[config.mk]
export PLATFORM = sky130hd
export DESIGN_NAME = punctuation_operator_lexer_top
export DESIGN_NICKNAME = d
export VERILOG_FILES = /design/src/rtl/pol_pkg.sv /design/src/rtl/pol_scan.sv /design/src/rtl/pol_queue.sv /design/src/rtl/punctuation_operator_lexer_top.sv
export SDC_FILE = /design/constraint.sdc
export NUM_CORES = 1
export LEC_CHECK = 0
export BUFFER_PORTS_ARGS = -buffer_cell sky130_fd_sc_hd__buf_2
export CAP_MARGIN = 0
export CORE_ASPECT_RATIO = 1.2
export CORE_MARGIN = 1
export CORE_UTILIZATION = 62
export DETAILED_ROUTE_END_ITERATION = 10
export GPL_TIMING_DRIVEN = 1
export PLACE_DENSITY = 0.8
export REMOVE_ABC_BUFFERS = 1
export SLEW_MARGIN = 20
export SYNTH_ARGS = -nofsm -noshare
export SYNTH_HDL_FRONTEND = slang
export SYNTH_SLANG_ARGS = --single-unit
[constraint.sdc]
create_clock -name clk -period 6.2 [get_ports clk]
set_input_delay 0 -clock clk [delete_from_list [all_inputs] [get_ports clk]]
set_output_delay 0 -clock clk [all_outputs]
set_load 0.03 [all_outputs]
[src/rtl/pol_pkg.sv]
package pol_pkg;

    // Token kinds as carried in token_kind
    typedef enum logic [4:0] {
        K_LPAREN  = 5'd0,
        K_RPAREN  = 5'd1,
        K_LBRACE  = 5'd2,
        K_RBRACE  = 5'd3,
        K_COMMA   = 5'd4,
        K_SEMI    = 5'd5,
        K_DOT     = 5'd6,
        K_PLUS    = 5'd7,
        K_MINUS   = 5'd8,
        K_STAR    = 5'd9,
        K_SLASH   = 5'd10,
        K_EQ      = 5'd11,
        K_EQ_EQ   = 5'd12,
        K_BANG    = 5'd13,
        K_BANG_EQ = 5'd14,
        K_LT      = 5'd15,
        K_LT_EQ   = 5'd16,
        K_GT      = 5'd17,
        K_GT_EQ   = 5'd18,
        K_EOF     = 5'd19,
        K_ERROR   = 5'd20
    } kind_t;

    // Scanner mode, one-hot
    typedef enum logic [6:0] {
        M_NORMAL  = 7'b000_0001,
        M_EQ      = 7'b000_0010,
        M_BANG    = 7'b000_0100,
        M_LT      = 7'b000_1000,
        M_GT      = 7'b001_0000,
        M_SLASH   = 7'b010_0000,
        M_COMMENT = 7'b100_0000
    } mode_t;

    localparam logic [7:0] CH_TAB    = 8'h09;
    localparam logic [7:0] CH_LF     = 8'h0A;
    localparam logic [7:0] CH_CR     = 8'h0D;
    localparam logic [7:0] CH_SPACE  = 8'h20;
    localparam logic [7:0] CH_BANG   = 8'h21;
    localparam logic [7:0] CH_LPAREN = 8'h28;
    localparam logic [7:0] CH_RPAREN = 8'h29;
    localparam logic [7:0] CH_STAR   = 8'h2A;
    localparam logic [7:0] CH_PLUS   = 8'h2B;
    localparam logic [7:0] CH_COMMA  = 8'h2C;
    localparam logic [7:0] CH_MINUS  = 8'h2D;
    localparam logic [7:0] CH_DOT    = 8'h2E;
    localparam logic [7:0] CH_SLASH  = 8'h2F;
    localparam logic [7:0] CH_SEMI   = 8'h3B;
    localparam logic [7:0] CH_LT     = 8'h3C;
    localparam logic [7:0] CH_EQUAL  = 8'h3D;
    localparam logic [7:0] CH_GT     = 8'h3E;
    localparam logic [7:0] CH_LBRACE = 8'h7B;
    localparam logic [7:0] CH_RBRACE = 8'h7D;

    localparam logic [15:0] LINE_FIRST = 16'd1;
    localparam logic [15:0] LINE_LAST  = 16'hFFFF;

    typedef struct packed {
        logic [7:0] char_code;
        logic       end_of_source;
    } src_item_t;

    typedef struct packed {
        kind_t       token_kind;
        logic [15:0] line_number;
        logic [15:0] lexeme_start;
        logic [1:0]  lexeme_length;
        logic        last_of_run;
    } tok_item_t;

    // Tokens produced by one source byte, in order
    typedef struct packed {
        logic [1:0] count;
        tok_item_t  first;
        tok_item_t  second;
    } push_t;

    typedef struct packed {
        logic       room;
        logic [2:0] level;
    } queue_status_t;

endpackage

[src/rtl/pol_scan.sv]
module pol_scan
    import pol_pkg::*;
#(
    parameter int POSITION_BITS = 16
)
(
    input  src_item_t                item,
    input  mode_t                    mode,
    input  logic [15:0]              line,
    input  logic [POSITION_BITS-1:0] pos,
    input  logic [POSITION_BITS-1:0] pend,
    output mode_t                    mode_next,
    output logic [15:0]              line_next,
    output logic [POSITION_BITS-1:0] pos_next,
    output logic [POSITION_BITS-1:0] pend_next,
    output push_t                    push
);

    logic [POSITION_BITS+15:0] pos_ext;
    logic [POSITION_BITS+15:0] pend_ext;
    logic                      nrm_hit;
    logic                      nrm_nl;
    kind_t                     nrm_kind;
    mode_t                     nrm_mode;
    logic                      take_nrm;
    logic                      flush;
    logic                      dbl;
    logic                      eof;
    logic                      p_sel;
    logic                      q_sel;
    kind_t                     single_kind;
    kind_t                     double_kind;
    tok_item_t                 p_tok;
    tok_item_t                 q_tok;

    assign pos_ext  = {16'b0, pos};
    assign pend_ext = {16'b0, pend};

    // Classify the byte as scanned from normal mode
    always_comb
    begin
        nrm_hit  = 1'b0;
        nrm_nl   = 1'b0;
        nrm_kind = K_ERROR;
        nrm_mode = M_NORMAL;
        case (item.char_code)
            CH_SPACE, CH_TAB, CH_CR: ;
            CH_LF:     nrm_nl = 1'b1;
            CH_LPAREN: begin nrm_hit = 1'b1; nrm_kind = K_LPAREN; end
            CH_RPAREN: begin nrm_hit = 1'b1; nrm_kind = K_RPAREN; end
            CH_LBRACE: begin nrm_hit = 1'b1; nrm_kind = K_LBRACE; end
            CH_RBRACE: begin nrm_hit = 1'b1; nrm_kind = K_RBRACE; end
            CH_COMMA:  begin nrm_hit = 1'b1; nrm_kind = K_COMMA;  end
            CH_SEMI:   begin nrm_hit = 1'b1; nrm_kind = K_SEMI;   end
            CH_DOT:    begin nrm_hit = 1'b1; nrm_kind = K_DOT;    end
            CH_PLUS:   begin nrm_hit = 1'b1; nrm_kind = K_PLUS;   end
            CH_MINUS:  begin nrm_hit = 1'b1; nrm_kind = K_MINUS;  end
            CH_STAR:   begin nrm_hit = 1'b1; nrm_kind = K_STAR;   end
            CH_EQUAL:  nrm_mode = M_EQ;
            CH_BANG:   nrm_mode = M_BANG;
            CH_LT:     nrm_mode = M_LT;
            CH_GT:     nrm_mode = M_GT;
            CH_SLASH:  nrm_mode = M_SLASH;
            default:   nrm_hit = 1'b1;
        endcase
    end

    // Single and two-character kinds of the pending operator
    always_comb
    begin
        case (mode)
            M_EQ:    begin single_kind = K_EQ;   double_kind = K_EQ_EQ;   end
            M_BANG:  begin single_kind = K_BANG; double_kind = K_BANG_EQ; end
            M_LT:    begin single_kind = K_LT;   double_kind = K_LT_EQ;   end
            M_GT:    begin single_kind = K_GT;   double_kind = K_GT_EQ;   end
            default: begin single_kind = K_SLASH; double_kind = K_SLASH;  end
        endcase
    end

    always_comb
    begin
        take_nrm = 1'b0;
        flush    = 1'b0;
        dbl      = 1'b0;
        eof      = 1'b0;
        mode_next = mode;
        if (item.end_of_source)
        begin
            eof   = 1'b1;
            flush = (mode == M_EQ) || (mode == M_BANG) || (mode == M_LT)
                    || (mode == M_GT) || (mode == M_SLASH);
            mode_next = M_NORMAL;
        end
        else
        begin
            case (mode)
                M_EQ, M_BANG, M_LT, M_GT:
                begin
                    if (item.char_code == CH_EQUAL)
                    begin
                        dbl       = 1'b1;
                        mode_next = M_NORMAL;
                    end
                    else
                    begin
                        flush    = 1'b1;
                        take_nrm = 1'b1;
                    end
                end
                M_SLASH:
                begin
                    if (item.char_code == CH_SLASH)
                    begin
                        mode_next = M_COMMENT;
                    end
                    else
                    begin
                        flush    = 1'b1;
                        take_nrm = 1'b1;
                    end
                end
                M_COMMENT:
                begin
                    take_nrm = (item.char_code == CH_LF);
                end
                default:
                begin
                    take_nrm = 1'b1;
                end
            endcase
            if (take_nrm)
            begin
                mode_next = nrm_mode;
            end
        end
    end

    always_comb
    begin
        if (item.end_of_source)
        begin
            line_next = LINE_FIRST;
            pos_next  = '0;
            pend_next = '0;
        end
        else
        begin
            line_next = (take_nrm && nrm_nl && line != LINE_LAST) ? line + 16'd1 : line;
            pos_next  = (pos != {POSITION_BITS{1'b1}}) ? pos + 1'b1 : pos;
            pend_next = (take_nrm && nrm_mode != M_NORMAL) ? pos : pend;
        end
    end

    // Pending-character token first, then the byte's own token or end-of-file
    always_comb
    begin
        p_sel = flush || dbl;
        q_sel = eof || (take_nrm && nrm_hit);

        p_tok.token_kind    = dbl ? double_kind : single_kind;
        p_tok.line_number   = line;
        p_tok.lexeme_start  = pend_ext[15:0];
        p_tok.lexeme_length = dbl ? 2'd2 : 2'd1;
        p_tok.last_of_run   = !q_sel;

        q_tok.token_kind    = eof ? K_EOF : nrm_kind;
        q_tok.line_number   = line;
        q_tok.lexeme_start  = pos_ext[15:0];
        q_tok.lexeme_length = eof ? 2'd0 : 2'd1;
        q_tok.last_of_run   = 1'b1;

        push.count  = {1'b0, p_sel} + {1'b0, q_sel};
        push.first  = p_sel ? p_tok : q_tok;
        push.second = q_tok;
    end

endmodule

[src/rtl/pol_queue.sv]
module pol_queue
    import pol_pkg::*;
(
    input  logic          clk,
    input  logic          rst_n,
    input  push_t         push,
    output tok_item_t     tok_item,
    output logic          tok_valid,
    input  logic          tok_stall,
    output queue_status_t status
);

    localparam int DEPTH = 4;

    tok_item_t  entry_reg [DEPTH];
    logic [1:0] wptr_reg;
    logic [1:0] wptr_next;
    logic [1:0] rptr_reg;
    logic [1:0] rptr_next;
    logic [2:0] level_reg;
    logic [2:0] level_next;
    logic [1:0] wptr_plus;
    logic       pop;

    assign tok_valid    = (level_reg != 3'd0);
    assign tok_item     = entry_reg[rptr_reg];
    assign pop          = tok_valid && !tok_stall;
    assign wptr_plus    = wptr_reg + 2'd1;
    assign status.room  = (level_reg <= 3'(DEPTH - 2));
    assign status.level = level_reg;

    always_comb
    begin
        wptr_next  = wptr_reg + push.count;
        rptr_next  = pop ? rptr_reg + 2'd1 : rptr_reg;
        level_next = level_reg + {1'b0, push.count} - {2'b0, pop};
    end

    // Payload store: no reset
    always_ff @(posedge clk)
    begin
        if (push.count != 2'd0)
        begin
            entry_reg[wptr_reg] <= push.first;
        end
        if (push.count == 2'd2)
        begin
            entry_reg[wptr_plus] <= push.second;
        end
    end

    always_ff @(posedge clk or negedge rst_n)
    begin
        if (!rst_n)
        begin
            wptr_reg  <= '0;
            rptr_reg  <= '0;
            level_reg <= '0;
        end
        else
        begin
            wptr_reg  <= wptr_next;
            rptr_reg  <= rptr_next;
            level_reg <= level_next;
        end
    end

endmodule

[src/rtl/punctuation_operator_lexer_top.sv]
// Punctuation and operator lexer.
//
// Source channel (src_valid / src_stall / src_item): one transaction per
// source byte, or an end marker with end_of_source set. Token channel
// (tok_valid / tok_stall / tok_item): one transaction per token; the last
// token caused by a source transaction carries last_of_run.
//
// A byte accepted from the source sits in the input register, where it is
// scanned combinationally; its tokens enter the token queue when the byte
// advances, and the queue offers them from its registered head entry.
// Throughput: one source byte per cycle while the token side keeps up.
// Bytes that form two tokens (a pending operator flushed before the next
// token, or a flush followed by end-of-file) yield two token transactions;
// the four-entry token queue absorbs them and its level sets the stall.
//
// Reset clears the scan mode, sets the line counter to 1 and the byte
// offset to 0, and empties the queue. An end marker restores the mode, line
// and offset so that a new source may follow. When the token receiver stalls, the
// queue fills, the input register holds its byte, and src_stall rises.
module punctuation_operator_lexer_top
    import pol_pkg::*;
#(
    parameter int POSITION_BITS = 16
)
(
    input  logic      clk,
    input  logic      rst_n,
    input  logic      src_valid,
    output logic      src_stall,
    input  src_item_t src_item,
    output logic      tok_valid,
    input  logic      tok_stall,
    output tok_item_t tok_item
);

    logic                      in_vld_reg;
    logic                      in_vld_next;
    src_item_t                 in_item_reg;
    mode_t                     mode_reg;
    mode_t                     mode_next;
    logic [15:0]               line_reg;
    logic [15:0]               line_next;
    logic [POSITION_BITS-1:0]  pos_reg;
    logic [POSITION_BITS-1:0]  pos_next;
    logic [POSITION_BITS-1:0]  pend_reg;
    logic [POSITION_BITS-1:0]  pend_next;
    push_t                     scan_push;
    push_t                     q_push;
    queue_status_t             q_status;
    logic                      advance;
    logic                      accept;

    // Advance the held byte only when the queue can take two tokens
    assign advance   = in_vld_reg && q_status.room;
    assign src_stall = in_vld_reg && !q_status.room;
    assign accept    = src_valid && !src_stall;

    always_comb
    begin
        in_vld_next = in_vld_reg;
        if (accept)
        begin
            in_vld_next = 1'b1;
        end
        else if (advance)
        begin
            in_vld_next = 1'b0;
        end
    end

    always_ff @(posedge clk)
    begin
        if (accept)
        begin
            in_item_reg <= src_item;
        end
    end

    always_ff @(posedge clk or negedge rst_n)
    begin
        if (!rst_n)
        begin
            in_vld_reg <= 1'b0;
            mode_reg   <= M_NORMAL;
            line_reg   <= LINE_FIRST;
            pos_reg    <= '0;
            pend_reg   <= '0;
        end
        else
        begin
            in_vld_reg <= in_vld_next;
            if (advance)
            begin
                mode_reg <= mode_next;
                line_reg <= line_next;
                pos_reg  <= pos_next;
                pend_reg <= pend_next;
            end
        end
    end

    pol_scan #(
        .POSITION_BITS (POSITION_BITS)
    ) u_scan (
        .item      (in_item_reg),
        .mode      (mode_reg),
        .line      (line_reg),
        .pos       (pos_reg),
        .pend      (pend_reg),
        .mode_next (mode_next),
        .line_next (line_next),
        .pos_next  (pos_next),
        .pend_next (pend_next),
        .push      (scan_push)
    );

    // Drop the push when no byte advances
    always_comb
    begin
        q_push = scan_push;
        if (!advance)
        begin
            q_push.count = 2'd0;
        end
    end

    pol_queue u_queue (
        .clk       (clk),
        .rst_n     (rst_n),
        .push      (q_push),
        .tok_item  (tok_item),
        .tok_valid (tok_valid),
        .tok_stall (tok_stall),
        .status    (q_status)
    );

    // The queue never overflows its four entries
    assert property (@(posedge clk) disable iff (!rst_n)
        q_status.level <= 3'd4)
    else $error("token queue overflow");

    // An end marker restores the reset position and line
    assert property (@(posedge clk) disable iff (!rst_n)
        advance && in_item_reg.end_of_source |=> pos_reg == '0 && line_reg == LINE_FIRST)
    else $error("end marker did not restore scan state");

    // Every end marker yields at least one token, the last flagged
    assert property (@(posedge clk) disable iff (!rst_n)
        advance && in_item_reg.end_of_source |->
            scan_push.count != 2'd0 && (scan_push.count == 2'd1 ?
            scan_push.first.last_of_run : !scan_push.first.last_of_run))
    else $error("end marker token run malformed");

    // The line counter never drops to zero
    assert property (@(posedge clk) disable iff (!rst_n)
        line_reg != 16'd0)
    else $error("line counter reached zero");

endmodule
==> run_results.csv <==
group,metric,value,unit
critical_path,cp-end-kind,"flop",
floorplan,die_h,149.5,µm
floorplan,start_util,0.6376,
synth,ys_top_cells_by_area,"edfxtp_1 43%, dfrtp_1 14%, mux4_2 8.0%, a22o_1 6.2%, and2_1 3.4%",
floorplan,core-area,17640,µm²
pwr,p_leak,4.563,nW
critical_path,crit_required,6.40,ns
critical_path,crit_chain,"nor4b_1 -> o41ai_2 -> o21a_1 -> inv_2 -> ha_1 -> o211ai_1 -> or2_2 -> nand2_2 -> buf_4",
synth,postSynthCellCount,867,
synth,seq_area_frac_synth,0.5845,
placed_design,hpwl,16020,µm
synth,yosysTopAreaCell,"edfxtp_1",
outcome,violations,"DRC",
clocking,htreeDepth,1,
global_route,grt_max_degree,64,
clocking,cts_buffers,23,
sta,worst_pin_slew,1.100,ns
synth,synthFlopType,"edfxtp_1",
sta,finalClockSkew,0.01035,ns
global_route,grt_overflow_total,0,
detailed_routing,routed_wl,25500,µm
critical_path,r2r_cells,9,
critical_path,start_kind,"flop",
final_layout,final_util,0.7100,
clocking,cts_max_path_buffers,3,
detailed_routing,route.detailed.drc,10,
final_layout,final_common_cell,"edfxtp_1",
outcome,outcome,"complete, but fails checks",
global_route,antenna_found_initial,0,
final_layout,areaGrowthSynthToFinish,11.36,%
placed_design,dp_cells,1081,
sta,fin_crit_sh,0.8037,
pwr,power.total,5.435,mW
critical_path,crit_start,"mode_reg[3]$_DFFE_PN0P_",
synth,syn_area_per_cell,12.97,µm²
global_route,grt_pass1_vias,7874,
final_layout,final_cell_mix,"161 x edfxtp_1, 80 x a22o_1, 62 x and2_1",
pwr,vdd_drop_max,396.0,µV
placed_design,gp_congestion,0.9798,
global_route,grt_pass1_wl,40830,µm
critical_path,slowest_delay,0.72,ns
floorplan,dieArea,18690,µm²
sta,rsz0062_at_grt,"false",
synth,synth_warnings,0,
synth,synth-edff-count,161,
pwr,power_density,434.0,nW/µm²
global_route,gr-usage-all-layers,0.2840,
sta,slew_viol_final,0,
clocking,cts_root_buf,"clkbuf_16",
clocking,cts_setup_buffers,0,
sta,min_period,4.983,ns
critical_path,arrival,5.19,ns
sta,hold_violations,0,
clocking,cts.repair.resized,0,
detailed_routing,dr.pass1.iters,9,
synth,ys_types,76,
clocking,cts_tree,"built",
clocking,clk_pin_slew_worst_paths,0.06,ns
critical_path,r2r_slack,1.22,ns
detailed_routing,drtIter0Drc,839,
floorplan,io_pins,55,
placed_design,port_buffers,54,
synth,synth_top_area_share,0.4299,
critical_path,worstReg2RegEnd,"u_queue.entry_reg[2][7]$_DFFE_PP_",
synth,synth-seq-cells,232,
sta,fmax,200.7,MHz
sta,setup-tns-final,0,ns
sta,relSlewSlack,0.2613,
min_path,hp-class,"in2async",
critical_path,crit_type,"reg2reg",
placed_design,post-place-ws,1.126,ns
critical_path,r2r-start,"mode_reg[3]$_DFFE_PN0P_",
detailed_routing,ant_nets,0,
clocking,ctsHoldBuffers,12,
critical_path,crit_fanout,41,
final_layout,layoutNonFillerInstCount,1135,
final_layout,drive_above_1_share,0.1880,
floorplan,rows,53,
detailed_routing,avgRoutedWirePerCell,22.46,µm
synth,synth_area,11250,µm²
clocking,clkLatencyLatePin,0.51,ns
critical_path,crit_slowest_cell,"nand2_2",
synth,synth_async_sr_flop_share,0.2716,
sta,setup_viol,0,
final_layout,fin_nets,919,
final_layout,diodes,0,
detailed_routing,vias,7594,
final_layout,largest_reg_flops,160,
run,timing.max_cap.violations,0,
critical_path,critPathCapture,"u_queue.entry_reg[2][7]$_DFFE_PP_",
detailed_routing,avgViaCountPerCell,6.691,
sta,timing.final.ws_setup,1.217,ns
floorplan,die_x,125.0,µm
clocking,cts.sinks,232,
==> worst min-delay path by stage <==
stage / to
6_report: mode_reg[2]$_DFFE_PN0P_
5_1_grt: in_item_reg[5]$_DFFE_PP_
4_1_cts: in_item_reg[6]$_DFFE_PP_
3_5_place_dp: in_item_reg[3]$_DFFE_PP_
3_3_place_gp: in_item_reg[0]$_DFFE_PP_
2_1_floorplan: in_vld_reg$_DFFE_PN0P_
==> routing by layer <==
metal | up-vias | wire, µm | global-route usage | part of all wire
met3 | 69 | 1530 | 0.03683 | 0.060
met2 | 334 | 13210 | 0.5037 | 0.52
met5 | - | 0 | 0 | 0
li1 | 3414 | - | - | -
met4 | 0 | 865 | 0.1305 | 0.034
met1 | 3777 | 9894 | 0.3510 | 0.39
==> synthesized netlist by cell type, drive strengths merged (19+ instances only) <==
| library cell | n |
|---|---|
| dfrtp | 61 |
| nand3 | 19 |
| nand2 | 58 |
| a22o | 80 |
| nor2 | 33 |
| a21oi | 37 |
| clkbuf | 49 |
| mux4 | 40 |
| edfxtp | 161 |
| o21ai | 32 |
| buf | 19 |
| and2 | 62 |
==> kinds of logic (layout without fill, tap and decap cells) <==
logic type      after synthesis  in the layout  share of synthesized area
simple gates                266            266                     0.1346
flops                       232            232                     0.5845
compound gates              211            211                     0.1389
buf+inv                      84            132                    0.03126
mux                          44             44                    0.08388
xor+xnor                     21             21                    0.01635
fa+ha+maj                     9              9                    0.01046
==> worst max-delay path, delay by kind of cell, from the launching register on <==
kind                       cells  cell delay (ns)
buffers and inverters          2             0.63
and+or+nand+nor                3             1.42
adders and majority gates      1             0.61
AOI/OAI and AO/OA              3             1.50
DFF                            1             0.47
==> final cells by class <==
type,instances,area [µm²]
tap,220,275.3
multi-input combinational,551,4359
fill,1182,5115
clock inverter,15,210.2
inverter,16,60.06
sequential,232,6579
clock buffer,27,590.6
timing repair buffer,74,450.4
==> where the power goes <==
| group | switching, mW | internal, mW | total, mW |
|---|---|---|---|
| clock | 0.582 | 0.894 | 1.48 |
| sequential | 0.226 | 1.97 | 2.19 |
| combinational | 1.16 | 0.607 | 1.77 |
==> metrics by stage <==
step	hold slack (ns)	area, µm²
3_3_place_gp	0.1776	11600
3_5_place_dp	0.1787	11600
2_1_floorplan	-0.2956	10960
6_report	0.1838	12520
4_1_cts	0.1876	12520
5_1_grt	0.1999	12520
Note: power is estimated with default switching activity, not from simulation.
